File: config.mk
export PLATFORM = sky130hd
export DESIGN_NAME = pan_tilt_tracking_control_core
export DESIGN_NICKNAME = d
export VERILOG_FILES = /design/src/design/ptt_pkg.sv /design/src/design/pan_tilt_tracking_control_core.sv /design/src/design/ptt_axis_pipe.sv
export SDC_FILE = /design/constraint.sdc
export NUM_CORES = 2
export LEC_CHECK = 0
export BUFFER_PORTS_ARGS = -buffer_cell sky130_fd_sc_hd__buf_2
export CORE_ASPECT_RATIO = 0.8
export CORE_MARGIN = 2
export CORE_UTILIZATION = 70
export CTS_BUF_LIST = sky130_fd_sc_hd__clkbuf_2 sky130_fd_sc_hd__clkbuf_4 sky130_fd_sc_hd__clkbuf_8
export DETAILED_ROUTE_END_ITERATION = 10
export PLACE_DENSITY = 0.84
export SKIP_LAST_GASP = 1
export SLEW_MARGIN = 5
export SYNTH_ARGS = -nofsm -noshare
export SYNTH_HDL_FRONTEND = slang
export SYNTH_SLANG_ARGS = --single-unit
File: constraint.sdc
create_clock -name clk -period 21.8 [get_ports clk]
set_input_delay 0 -clock clk [delete_from_list [all_inputs] [get_ports clk]]
set_output_delay 0 -clock clk [all_outputs]
set_load 0.02 [all_outputs]
File: src/design/ptt_pkg.sv
// Package for the pan/tilt tracking controller: image geometry, fixed-point
// constants, divide-by-half reciprocals, register indexes and pipeline control type.
// No dependencies.
package ptt_pkg;

  // Downsampled image geometry (legal range 16..512 each)
  localparam int IMG_WIDTH  = 160;
  localparam int IMG_HEIGHT = 120;
  localparam int HALF_W     = IMG_WIDTH / 2;
  localparam int HALF_H     = IMG_HEIGHT / 2;

  // Field widths
  localparam int COORD_W = 9;
  localparam int DZ_W    = 7;
  localparam int GAIN_W  = 16;
  localparam int DEG_W   = 8;
  localparam int ANGLE_W = 16;   // Q8.8
  localparam int CNT_W   = 8;
  localparam int CFG_IDX_W  = 3;
  localparam int CFG_DATA_W = 16;

  // Datapath widths: error magnitude never exceeds 512 pixels
  localparam int ERR_W   = 11;
  localparam int MAG_W   = 10;
  localparam int PROD_W  = GAIN_W + MAG_W;
  localparam int QUO_W   = 24;
  localparam int DELTA_W = QUO_W + 1;
  localparam int SUM_W   = DELTA_W;

  // Exact floor division by the half size: q = (n * ceil(2^S / d)) >> S,
  // exact while n * d < 2^S.
  localparam int RECIP_SHIFT = 34;
  localparam int RECIP_W     = 32;
  localparam int FULL_W      = PROD_W + RECIP_W;
  localparam logic [RECIP_W-1:0] RECIP_X = RECIP_W'(
      ((64'd1 << RECIP_SHIFT) + 64'(HALF_W) - 64'd1) / 64'(HALF_W));
  localparam logic [RECIP_W-1:0] RECIP_Y = RECIP_W'(
      ((64'd1 << RECIP_SHIFT) + 64'(HALF_H) - 64'd1) / 64'(HALF_H));

  // Error offsets: err_x = (W-1-W/2) - cx, err_y = cy - H/2
  localparam logic signed [ERR_W-1:0] ERR_X_BIAS = ERR_W'(IMG_WIDTH - 1 - HALF_W);
  localparam logic signed [ERR_W-1:0] ERR_Y_BIAS = ERR_W'(HALF_H);

  // Angle constants, Q8.8
  localparam logic [ANGLE_W-1:0] CENTRE_Q     = ANGLE_W'(90 * 256);
  localparam logic [ANGLE_W-1:0] ONE_Q        = ANGLE_W'(256);
  localparam logic [ANGLE_W-1:0] UPPER_SNAP_Q = ANGLE_W'(91 * 256);
  localparam logic [ANGLE_W-1:0] LOWER_SNAP_Q = ANGLE_W'(89 * 256);
  localparam logic [CNT_W-1:0]   CNT_MAX      = '1;

  // Register reset values
  localparam logic [DZ_W-1:0]   DEADBAND_RST       = DZ_W'(10);
  localparam logic [GAIN_W-1:0] LOOP_GAIN_RST      = GAIN_W'(512);
  localparam logic [DEG_W-1:0]  ANGLE_FLOOR_RST    = DEG_W'(10);
  localparam logic [DEG_W-1:0]  ANGLE_CEILING_RST  = DEG_W'(170);
  localparam logic [CNT_W-1:0]  LOST_THRESHOLD_RST = CNT_W'(30);

  typedef enum logic [CFG_IDX_W-1:0] {
    CFG_DEADBAND       = 3'd0,
    CFG_LOOP_GAIN      = 3'd1,
    CFG_ANGLE_FLOOR    = 3'd2,
    CFG_ANGLE_CEILING  = 3'd3,
    CFG_LOST_THRESHOLD = 3'd4
  } ptt_cfg_idx_t;

  // Stage load enables handed to the axis pipelines
  typedef struct packed {
    logic load_b;
    logic load_c;
  } ptt_pipe_ctl_t;

endpackage

File: src/design/pan_tilt_tracking_control_core.sv
// Top level of the pan/tilt face-tracking controller.
// Depends on ptt_pkg and ptt_axis_pipe.
//
// One request per video frame: face_found plus a face box. The block returns one
// result per request: the integer pan and tilt angles after the frame, whether
// the servos are driven, and whether the lost-face recentering is active.
// Each request passes a four-stage pipeline (input register, gain multiply,
// reciprocal divide, angle update into the result register), and a new request
// is taken every cycle while no stalled result backs the pipeline up.
// The angle state is only read and written in the last stage, which keeps
// frame-to-frame updates in order. A result waiting on out_stall does not
// block the earlier stages from filling. Configuration writes are always
// ready and should be issued only while no request is in flight.
module pan_tilt_tracking_control_core
  import ptt_pkg::*;
(
  input  logic                  clk,
  input  logic                  rst,
  // request channel
  input  logic                  in_valid,
  output logic                  in_stall,
  input  logic                  face_found,
  input  logic [COORD_W-1:0]    box_left,
  input  logic [COORD_W-1:0]    box_top,
  input  logic [COORD_W-1:0]    box_right,
  input  logic [COORD_W-1:0]    box_bottom,
  // result channel
  output logic                  out_valid,
  input  logic                  out_stall,
  output logic [DEG_W-1:0]      pan_degrees,
  output logic [DEG_W-1:0]      tilt_degrees,
  output logic                  drive_servos,
  output logic                  recentering,
  // configuration write channel
  input  logic                  cfg_valid,
  output logic                  cfg_ready,
  input  logic [CFG_IDX_W-1:0]  cfg_index,
  input  logic [CFG_DATA_W-1:0] cfg_data
);

  // config registers
  logic [DZ_W-1:0]   deadband;
  logic [GAIN_W-1:0] loop_gain;
  logic [DEG_W-1:0]  angle_floor;
  logic [DEG_W-1:0]  angle_ceiling;
  logic [CNT_W-1:0]  lost_threshold;

  // tracking state
  logic [ANGLE_W-1:0] pan_angle;
  logic [ANGLE_W-1:0] tilt_angle;
  logic [CNT_W-1:0]   missed_frames;
  logic [ANGLE_W-1:0] pan_angle_next;
  logic [ANGLE_W-1:0] tilt_angle_next;
  logic [CNT_W-1:0]   missed_frames_next;
  logic               drive_next;
  logic               recenter_next;

  // pipeline
  logic valid_a, valid_b, valid_c;
  logic ready_a, ready_b, ready_c, ready_d;
  logic load_d;
  ptt_pipe_ctl_t ctl;

  logic               found_a, found_b, found_c;
  logic [COORD_W-1:0] left_a, top_a, right_a, bottom_a;
  logic [COORD_W:0]   sum_x, sum_y;
  logic signed [ERR_W-1:0]   err_x, err_y;
  logic signed [DELTA_W-1:0] delta_x, delta_y;

  // ---------------------------------------------------------------- config
  assign cfg_ready = 1'b1;

  always_ff @(posedge clk) begin
    if (rst) begin
      deadband       <= DEADBAND_RST;
      loop_gain      <= LOOP_GAIN_RST;
      angle_floor    <= ANGLE_FLOOR_RST;
      angle_ceiling  <= ANGLE_CEILING_RST;
      lost_threshold <= LOST_THRESHOLD_RST;
    end else if (cfg_valid && cfg_ready) begin
      unique case (cfg_index)
        CFG_DEADBAND:       deadband       <= cfg_data[DZ_W-1:0];
        CFG_LOOP_GAIN:      loop_gain      <= cfg_data[GAIN_W-1:0];
        CFG_ANGLE_FLOOR:    angle_floor    <= cfg_data[DEG_W-1:0];
        CFG_ANGLE_CEILING:  angle_ceiling  <= cfg_data[DEG_W-1:0];
        CFG_LOST_THRESHOLD: lost_threshold <= cfg_data[CNT_W-1:0];
        default: ;
      endcase
    end
  end

  // ---------------------------------------------------------------- flow control
  // Each stage moves when the one after it is empty or moving.
  always_comb begin
    ready_d    = !out_valid || !out_stall;
    ready_c    = !valid_c || ready_d;
    ready_b    = !valid_b || ready_c;
    ready_a    = !valid_a || ready_b;
    ctl.load_b = valid_a && ready_b;
    ctl.load_c = valid_b && ready_c;
    load_d     = valid_c && ready_d;
  end

  assign in_stall = !ready_a;

  always_ff @(posedge clk) begin
    if (rst) begin
      valid_a   <= 1'b0;
      valid_b   <= 1'b0;
      valid_c   <= 1'b0;
      out_valid <= 1'b0;
    end else begin
      if (ready_a) valid_a   <= in_valid;
      if (ready_b) valid_b   <= valid_a;
      if (ready_c) valid_c   <= valid_b;
      if (ready_d) out_valid <= valid_c;
    end
  end

  // ---------------------------------------------------------------- stage A
  always_ff @(posedge clk) begin
    if (in_valid && ready_a) begin
      found_a  <= face_found;
      left_a   <= box_left;
      top_a    <= box_top;
      right_a  <= box_right;
      bottom_a <= box_bottom;
    end
  end

  // Box centre (floored), x mirrored, errors against the image centre
  always_comb begin
    sum_x = {1'b0, left_a} + {1'b0, right_a};
    sum_y = {1'b0, top_a} + {1'b0, bottom_a};
    err_x = ERR_X_BIAS - $signed(ERR_W'(sum_x[COORD_W:1]));
    err_y = $signed(ERR_W'(sum_y[COORD_W:1])) - ERR_Y_BIAS;
  end

  // ---------------------------------------------------------------- stages B, C
  ptt_axis_pipe u_pan_pipe (
    .clk       (clk),
    .ctl       (ctl),
    .axis_tilt (1'b0),
    .err       (err_x),
    .deadband  (deadband),
    .loop_gain (loop_gain),
    .delta     (delta_x)
  );

  ptt_axis_pipe u_tilt_pipe (
    .clk       (clk),
    .ctl       (ctl),
    .axis_tilt (1'b1),
    .err       (err_y),
    .deadband  (deadband),
    .loop_gain (loop_gain),
    .delta     (delta_y)
  );

  always_ff @(posedge clk) begin
    if (ctl.load_b) found_b <= found_a;
    if (ctl.load_c) found_c <= found_b;
  end

  // ---------------------------------------------------------------- stage D
  // Floor test first, ceiling second: a floor above the ceiling ends at the ceiling.
  function automatic logic [ANGLE_W-1:0] clamp_angle(
    input logic signed [SUM_W-1:0] a,
    input logic [DEG_W-1:0]        lo_deg,
    input logic [DEG_W-1:0]        hi_deg
  );
    logic signed [SUM_W-1:0] lo;
    logic signed [SUM_W-1:0] hi;
    logic signed [SUM_W-1:0] r;
    lo = $signed(SUM_W'({lo_deg, 8'h00}));
    hi = $signed(SUM_W'({hi_deg, 8'h00}));
    r  = a;
    if (r < lo) r = lo;
    if (r > hi) r = hi;
    return r[ANGLE_W-1:0];
  endfunction

  // One degree toward centre; snap to exactly 90 inside 89..91
  function automatic logic [ANGLE_W:0] recentre_axis(input logic [ANGLE_W-1:0] a);
    logic [ANGLE_W:0] r;   // {moved, angle}
    if (a > UPPER_SNAP_Q) begin
      r = {1'b1, a - ONE_Q};
    end else if (a < LOWER_SNAP_Q) begin
      r = {1'b1, a + ONE_Q};
    end else begin
      r = {1'b0, CENTRE_Q};
    end
    return r;
  endfunction

  logic [ANGLE_W:0] pan_rc, tilt_rc;
  logic signed [SUM_W-1:0] pan_sum, tilt_sum;

  always_comb begin
    pan_sum  = $signed(SUM_W'(pan_angle)) + delta_x;
    tilt_sum = $signed(SUM_W'(tilt_angle)) - delta_y;
    pan_rc   = recentre_axis(pan_angle);
    tilt_rc  = recentre_axis(tilt_angle);

    pan_angle_next  = pan_angle;
    tilt_angle_next = tilt_angle;
    drive_next      = 1'b0;
    recenter_next   = 1'b0;

    if (found_c) begin
      missed_frames_next = '0;
      pan_angle_next     = clamp_angle(pan_sum, angle_floor, angle_ceiling);
      tilt_angle_next    = clamp_angle(tilt_sum, angle_floor, angle_ceiling);
      drive_next         = 1'b1;
    end else begin
      missed_frames_next = (missed_frames == CNT_MAX) ? CNT_MAX : missed_frames + 1'b1;
      if (missed_frames_next > lost_threshold) begin
        pan_angle_next  = pan_rc[ANGLE_W-1:0];
        tilt_angle_next = tilt_rc[ANGLE_W-1:0];
        recenter_next   = 1'b1;
        drive_next      = pan_rc[ANGLE_W] || tilt_rc[ANGLE_W];
      end
    end
  end

  always_ff @(posedge clk) begin
    if (rst) begin
      pan_angle     <= CENTRE_Q;
      tilt_angle    <= CENTRE_Q;
      missed_frames <= '0;
    end else if (load_d) begin
      pan_angle     <= pan_angle_next;
      tilt_angle    <= tilt_angle_next;
      missed_frames <= missed_frames_next;
    end
  end

  always_ff @(posedge clk) begin
    if (load_d) begin
      drive_servos <= drive_next;
      recentering  <= recenter_next;
    end
  end

  // State only changes on a result load, so it doubles as the result payload.
  assign pan_degrees  = pan_angle[ANGLE_W-1:8];
  assign tilt_degrees = tilt_angle[ANGLE_W-1:8];

endmodule

File: src/design/ptt_axis_pipe.sv
// One axis of the step datapath: dead-zone test and gain multiply (stage B),
// then exact divide by the half size through a reciprocal multiply (stage C).
// Depends on ptt_pkg.
module ptt_axis_pipe
  import ptt_pkg::*;
(
  input  logic                      clk,
  input  ptt_pipe_ctl_t             ctl,
  input  logic                      axis_tilt,
  input  logic signed [ERR_W-1:0]   err,
  input  logic [DZ_W-1:0]           deadband,
  input  logic [GAIN_W-1:0]         loop_gain,
  output logic signed [DELTA_W-1:0] delta
);

  logic [MAG_W-1:0]   mag;
  logic               neg;
  logic [PROD_W-1:0]  prod;
  logic [PROD_W-1:0]  prod_b;
  logic               neg_b;
  logic               hold_b;
  logic [RECIP_W-1:0] recip;
  logic [FULL_W-1:0]  full;
  logic [QUO_W-1:0]   quo;

  always_comb begin
    neg  = err[ERR_W-1];
    mag  = neg ? MAG_W'(-err) : MAG_W'(err);
    prod = PROD_W'(loop_gain) * PROD_W'(mag);
  end

  always_ff @(posedge clk) begin
    if (ctl.load_b) begin
      prod_b <= prod;
      neg_b  <= neg;
      hold_b <= (mag <= MAG_W'(deadband));
    end
  end

  // Truncation toward zero: divide the magnitude, then restore the sign
  always_comb begin
    recip = axis_tilt ? RECIP_Y : RECIP_X;
    full  = FULL_W'(prod_b) * FULL_W'(recip);
    quo   = full[RECIP_SHIFT +: QUO_W];
  end

  always_ff @(posedge clk) begin
    if (ctl.load_c) begin
      if (hold_b) begin
        delta <= '0;
      end else if (neg_b) begin
        delta <= -$signed({1'b0, quo});
      end else begin
        delta <= $signed({1'b0, quo});
      end
    end
  end

endmodule

Yosys cells after proc, flatten, opt, wreduce, memory -nomap -nowiden --
Index checks and enable logic that the tools add are counted.
Word-level totals: register bits 238, input port bits 61, output and inout port bits 21, logic and storage cells 115
Operators by class: $add $sub $neg 15, multipliers 4, magnitude comparators 11, eq/ne operators 5, mux-type cells 22, bitwise logic cells 2, reductions and logical operators 25
Operators with widths (count):
- $mul 26x28->54 const B | 2
- $mux 25 | 4
- $mux 16 | 6
- $mux 17 | 4
- $mul 16x10->26 | 2
- $gt 25x17->1 | 2
- $lt 25x17->1 | 2
- $mux 24 | 2
- $add 16x9->16 const B | 2
- $gt 16x15->1 const B | 2
- $lt 16x15->1 const B | 2
- $sub 16x9->16 const B | 2
- $add 17x25->25 | 1
- $neg 20->25 | 1
- $neg 21->25 | 1
- $sub 17x25->25 | 1
- $add 9x9->10 | 2
- $le 10x7->1 | 2
- $mux 10 | 2
- $neg 10->10 | 2
- $mux 8 | 2
- $reduce_and 2->1 | 6
- $sub 7x9->10 const A | 1
- $sub 9x6->10 const B | 1
- 14 further kinds | 30

Depth between registers and ports, before layout --
depth in word-level cells 7, gate-level depth with buffers 39, depth with buffers taken out 38

Hierarchy --
A second synthesis with hierarchy kept.
Second synthesis, totals: cell total of the unflattened synthesis 5387, area, all modules 48609.1 µm²
By module, submodules not included:
- ptt_axis_pipe (u_pan_pipe) | times used 1, cells an instance 2100, area each 19324.8 µm²
- ptt_axis_pipe (u_tilt_pipe) | times used 1, cells an instance 2063, area each 19219.7 µm²
- pan_tilt_tracking_control_core | times used 1, cells an instance 1224, area each 10064.7 µm²

Worst setup path before layout --
Ideal clock, no wire load.
path kind flip-flop to flip-flop, start reg left_a[1], end reg u_pan_pipe.prod_b[25] (data pin), arrival 8276 ps, required time 21532 ps, setup slack 13256 ps, cell stages (with the launch flop) 37, period minus slack after synthesis 8544 ps, path through edfxtp_1 -> ha_1 -> a31o_2 -> a21oi_1 -> o21bai_1 -> a21oi_1 -> o21bai_1 -> a21oi_1 -> xnor2_1 -> a21oi_1 -> nor2_1 -> and2_1 -> a31oi_1 -> xnor2_1 -> clkbuf_1 -> nand2_1 -> fa_1 -> inv_1 -> fa_1 -> inv_1 -> fa_1 -> inv_1 -> fa_1 -> inv_1 -> fa_1 -> inv_1 -> ha_1 -> and4_1 -> a221o_1 -> a21o_1 -> a21o_1 -> a31oi_1 -> o21ai_1 -> nor4_1 -> o31ai_1 -> o41ai_1 -> xnor2_1
On the way: word-level cells in the longest chain between the ends 5
RTL lines:
- start: declaration | RTL line pan_tilt_tracking_control_core.sv:65 | logic [COORD_W-1:0] left_a, top_a, right_a, bottom_a;
- start signal: assignment | RTL line pan_tilt_tracking_control_core.sv:124 | left_a <= box_left;
- $add 9x9->10 * | RTL line pan_tilt_tracking_control_core.sv:133 | sum_x = {1'b0, left_a} + {1'b0, right_a};
- $sub 7x9->10 * | RTL line pan_tilt_tracking_control_core.sv:135 | err_x = ERR_X_BIAS - $signed(ERR_W'(sum_x[COORD_W:1]));
- $neg 10->10 | RTL line ptt_axis_pipe.sv:28 | mag = neg ? MAG_W'(-err) : MAG_W'(err);
- $mux 10 * | RTL line ptt_axis_pipe.sv:28
- $mul 16x10->26 * | RTL line ptt_axis_pipe.sv:29 | prod = PROD_W'(loop_gain) * PROD_W'(mag);
- net u_pan_pipe.prod[25] | RTL line ptt_axis_pipe.sv:18 | logic [PROD_W-1:0] prod;
- end signal: assignment | RTL line ptt_axis_pipe.sv:34 | prod_b <= prod;
- end: declaration | RTL line ptt_axis_pipe.sv:19 | logic [PROD_W-1:0] prod_b;
The timed path passes the listed nets; every way through them passes the cells marked *. A chain may end at the register's enable or synchronous reset.

Worst setup path after layout --
start reg left_a[1], end reg u_pan_pipe.prod_b[25] (data pin)
On the way: word-level cells in the longest chain between the ends 5
RTL lines:
- $add 9x9->10 * | RTL line pan_tilt_tracking_control_core.sv:133
- $sub 7x9->10 * | RTL line pan_tilt_tracking_control_core.sv:135
- net err_x[10] | RTL line pan_tilt_tracking_control_core.sv:67 | logic signed [ERR_W-1:0] err_x, err_y;
- $neg 10->10 | RTL line ptt_axis_pipe.sv:28
- $mux 10 * | RTL line ptt_axis_pipe.sv:28
- $mul 16x10->26 * | RTL line ptt_axis_pipe.sv:29
- net u_pan_pipe.prod[25] | RTL line ptt_axis_pipe.sv:18
Marks and branches as above.

==> impl_metrics.tcl <==
set metrics [dict create \
    status "finished, final reports clean" \
    grt_max_degree 76 \
    grt_pass1_vias 31760 \
    fin_crit_sh_pct 45.61 \
    drtIter0Drc 2698 \
    cts_root_buffer "clkbuf_8" \
    routed_wl_um 100200 \
    holdPathStages 4 \
    synth_area_mm2 0.03934 \
    worst_slew_pin_slew_ns 1.304 \
    drt-wirelength-per-cell_um 19.42 \
    drcViolationCount 0 \
    cp_slowest_stage_delay_ns 1.00 \
    worstPathBufferInverterCount 6 \
    clock_latency_ns 0.59 \
    max_slew_margin_pct 12.46 \
    dieArea_mm2 0.05812 \
    postRouteAntennaNets 0 \
    synthTopCellsByArea "fa_1 25%, ha_1 20%, edfxtp_1 11%, inv_1 7.8%, dfxtp_1 4.6%" \
    post-route-min-period_ns 9.944 \
    synth_cell_types 92 \
    drv_slew 0 \
    syn_inst 4275 \
    ys.flop_type "edfxtp_1" \
    cp_common_cell "inv_1" \
    finalClockSkew_ns 0.04926 \
    r2r_cells 36 \
    ys_top_cells_by_count "818 x inv_1, 628 x ha_1, 494 x fa_1, 357 x nand2_1, 222 x a21oi_1" \
    post-dp-hpwl_um 78290 \
    globalplace.congestion 1.028 \
    first_pass_iters 6 \
    async_reset_ff_share_pct 0 \
    setup_tns_ns 0 \
    critical_path_class "register to register" \
    instances_no_fill 5161 \
    critical_path.slowest_cell "o21ai_1" \
    clock_path_buffers 3 \
    r2r_end "u_pan_pipe.prod_b[25]$_DFFE_PP_" \
    fmax_ghz 0.1006 \
    cts_sinks 238 \
    reg2reg_slack_ns 11.86 \
    post_cts_resized 0 \
    syn_avg_cell_area_um2 9.201 \
    final_nets 5561 \
    hp-start "cfg_index[1]" \
    clkTransAtPathRegs_ns 0.08 \
    synth_edf_count 147 \
    synth_top_area_share_pct 25.14 \
    grt_use_total_pct 35.40 \
    grt_pass1_wl_um 162800 \
    cts_tree "done" \
    worstPathRequired_ns 22.11 \
    rr_startpoint "left_a[1]$_DFFE_PP_" \
    hold_path_end "loop_gain[4]$_SDFFE_PP0P_" \
    yosysSeqAreaShare_pct 15.85 \
    row_count 77 \
    htree_levels 2 \
    dp_cells 5026 \
    critPathCaptureType "register" \
    critPathTopFamily "compound AO/OA/AOI/OAI gates" \
    synth_top_area_cell "fa_1" \
    utilization_pct 75.70 \
    crit_fanout 17 \
    cts_buffers 41 \
    yosys_warnings 0 \
    grt_antenna_before_repair 1 \
    die_x_um 269.0 \
    start_kind "register" \
    hold_viol 0 \
    cap_violations 0 \
    core_area_mm2 0.05540 \
    synth_most_common_cell "inv_1" \
    overflow 0 \
    post_cts_buffers 0 \
    whs_ns 0.05501 \
    die_y_um 216.0 \
    rsz0062_at_grt "false" \
    initial_utilization_pct 71.01 \
    hold_class "input port to register" \
    io_buffers 80 \
    drive_above_1_share_pct 5.601 \
    ios 82 \
    via_per_inst 6.009 \
    vias 31010 \
    worstPathArrival_ns 10.26 \
    setup_viol 0 \
    area.growth.synth_to_final_pct 6.607 \
    synth_seq_cells 238 \
]
flip-flops by register name (all words and copies together), names as in the netlist, 16 cells and up:
| name | cells |
|---|---|
| u_pan_pipe.prod_b | 26 |
| u_tilt_pipe.prod_b | 26 |
| u_pan_pipe.delta | 25 |
| u_tilt_pipe.delta | 25 |
| loop_gain | 16 |
| pan_angle | 16 |
| tilt_angle | 16 |
per-stage QoR:
step	setup slack (ns)	cell area [um^2]
floorplan	13.26	39390
global route	11.33	41930
detailed placement	12.12	40470
global placement	12.41	40470
finish	11.86	41930
CTS	12.05	41930
layer usage:
layer | up-vias | track usage (%) | wire [um] | share of wire (%)
met5 | - | 0 | 0 | 0
met4 | 0 | 12.20 | 3807 | 3.8
met3 | 287 | 8.044 | 9782 | 9.8
met2 | 1400 | 55.42 | 44600 | 44
met1 | 15060 | 48.65 | 42050 | 42
li1 | 14260 | - | - | -
cell usage in the layout, fill, tap and decap left out, types with 17 or more instances in the layout:
cell type	count
o31ai_1	17
o21bai_1	29
nand2_1	357
nand2b_1	36
o21a_1	39
and3_1	21
conb_1	17
a22oi_1	18
mux2i_1	19
a31oi_1	27
dfxtp_1	91
nand4_1	26
ha_1	628
o21ai_0	95
nor3_1	51
buf_2	80
xor2_1	75
nand3_1	58
fa_1	494
nor2b_1	48
buf_4	35
edfxtp_1	147
a211oi_1	17
clkbuf_8	46
a21oi_1	222
and2_1	153
o211ai_1	27
a21o_1	69
xnor2_1	106
inv_1	818
nor2_1	210
dlygate4sd3_1	59
what timing repair did:
| item | 4_1_cts | 5_1_grt |
|---|---|---|
| endpoints found under the hold margin | 88 | 0 |
| endpoints found under the setup margin | 0 | 0 |
| hold buffers | 59 | 0 |
cells by family after synthesis:
group	Yosys count	share of synthesized area (%)
multiplexers	33	0.8843
AND/OR/NAND/NOR	1043	12.84
flip-flops	238	15.85
buffers and inverters	948	9.224
other	2	0.01909
adder cells (fa/ha/maj)	1122	45.12
AO/OA/AOI/OAI	707	11.99
XOR/XNOR	182	4.072
how the worst max path moves through the flow:
stage / from / end / slack (ns) / cells past startpoint
finish: left_a[1]$_DFFE_PP_ / u_pan_pipe.prod_b[25]$_DFFE_PP_ / 11.86 / 36
detailed placement: left_a[1]$_DFFE_PP_ / u_pan_pipe.prod_b[25]$_DFFE_PP_ / 12.12 / 36
CTS: left_a[1]$_DFFE_PP_ / u_pan_pipe.prod_b[25]$_DFFE_PP_ / 12.05 / 36
floorplan: left_a[1]$_DFFE_PP_ / u_pan_pipe.prod_b[25]$_DFFE_PP_ / 13.26 / 36
global route: left_a[1]$_DFFE_PP_ / u_pan_pipe.prod_b[25]$_DFFE_PP_ / 11.33 / 36
global placement: left_a[1]$_DFFE_PP_ / u_pan_pipe.prod_b[25]$_DFFE_PP_ / 12.41 / 35
tightest hold or removal path, delay by kind of cell:
| family | cells | cell delay [ns] |
|---|---|---|
| buffers and inverters | 1 | 0.16 |
| AND/OR/NAND/NOR | 2 | 0.39 |
| AO/OA/AOI/OAI | 1 | 0.05 |
cell type report:
type                    count  area [um^2]
diodes                      1        2.502
multi-input cells        3104        29560
repair buffers            174         1254
well taps                 750        938.4
clock buffers              61        745.7
flip-flops and latches    238         6236
clock inverters            14        125.1
fillers                  3780        13460
inverters                 819         3074
Power is not shown: default switching activity piles up to over one toggle a cycle in this logic, so the estimate is an artifact.
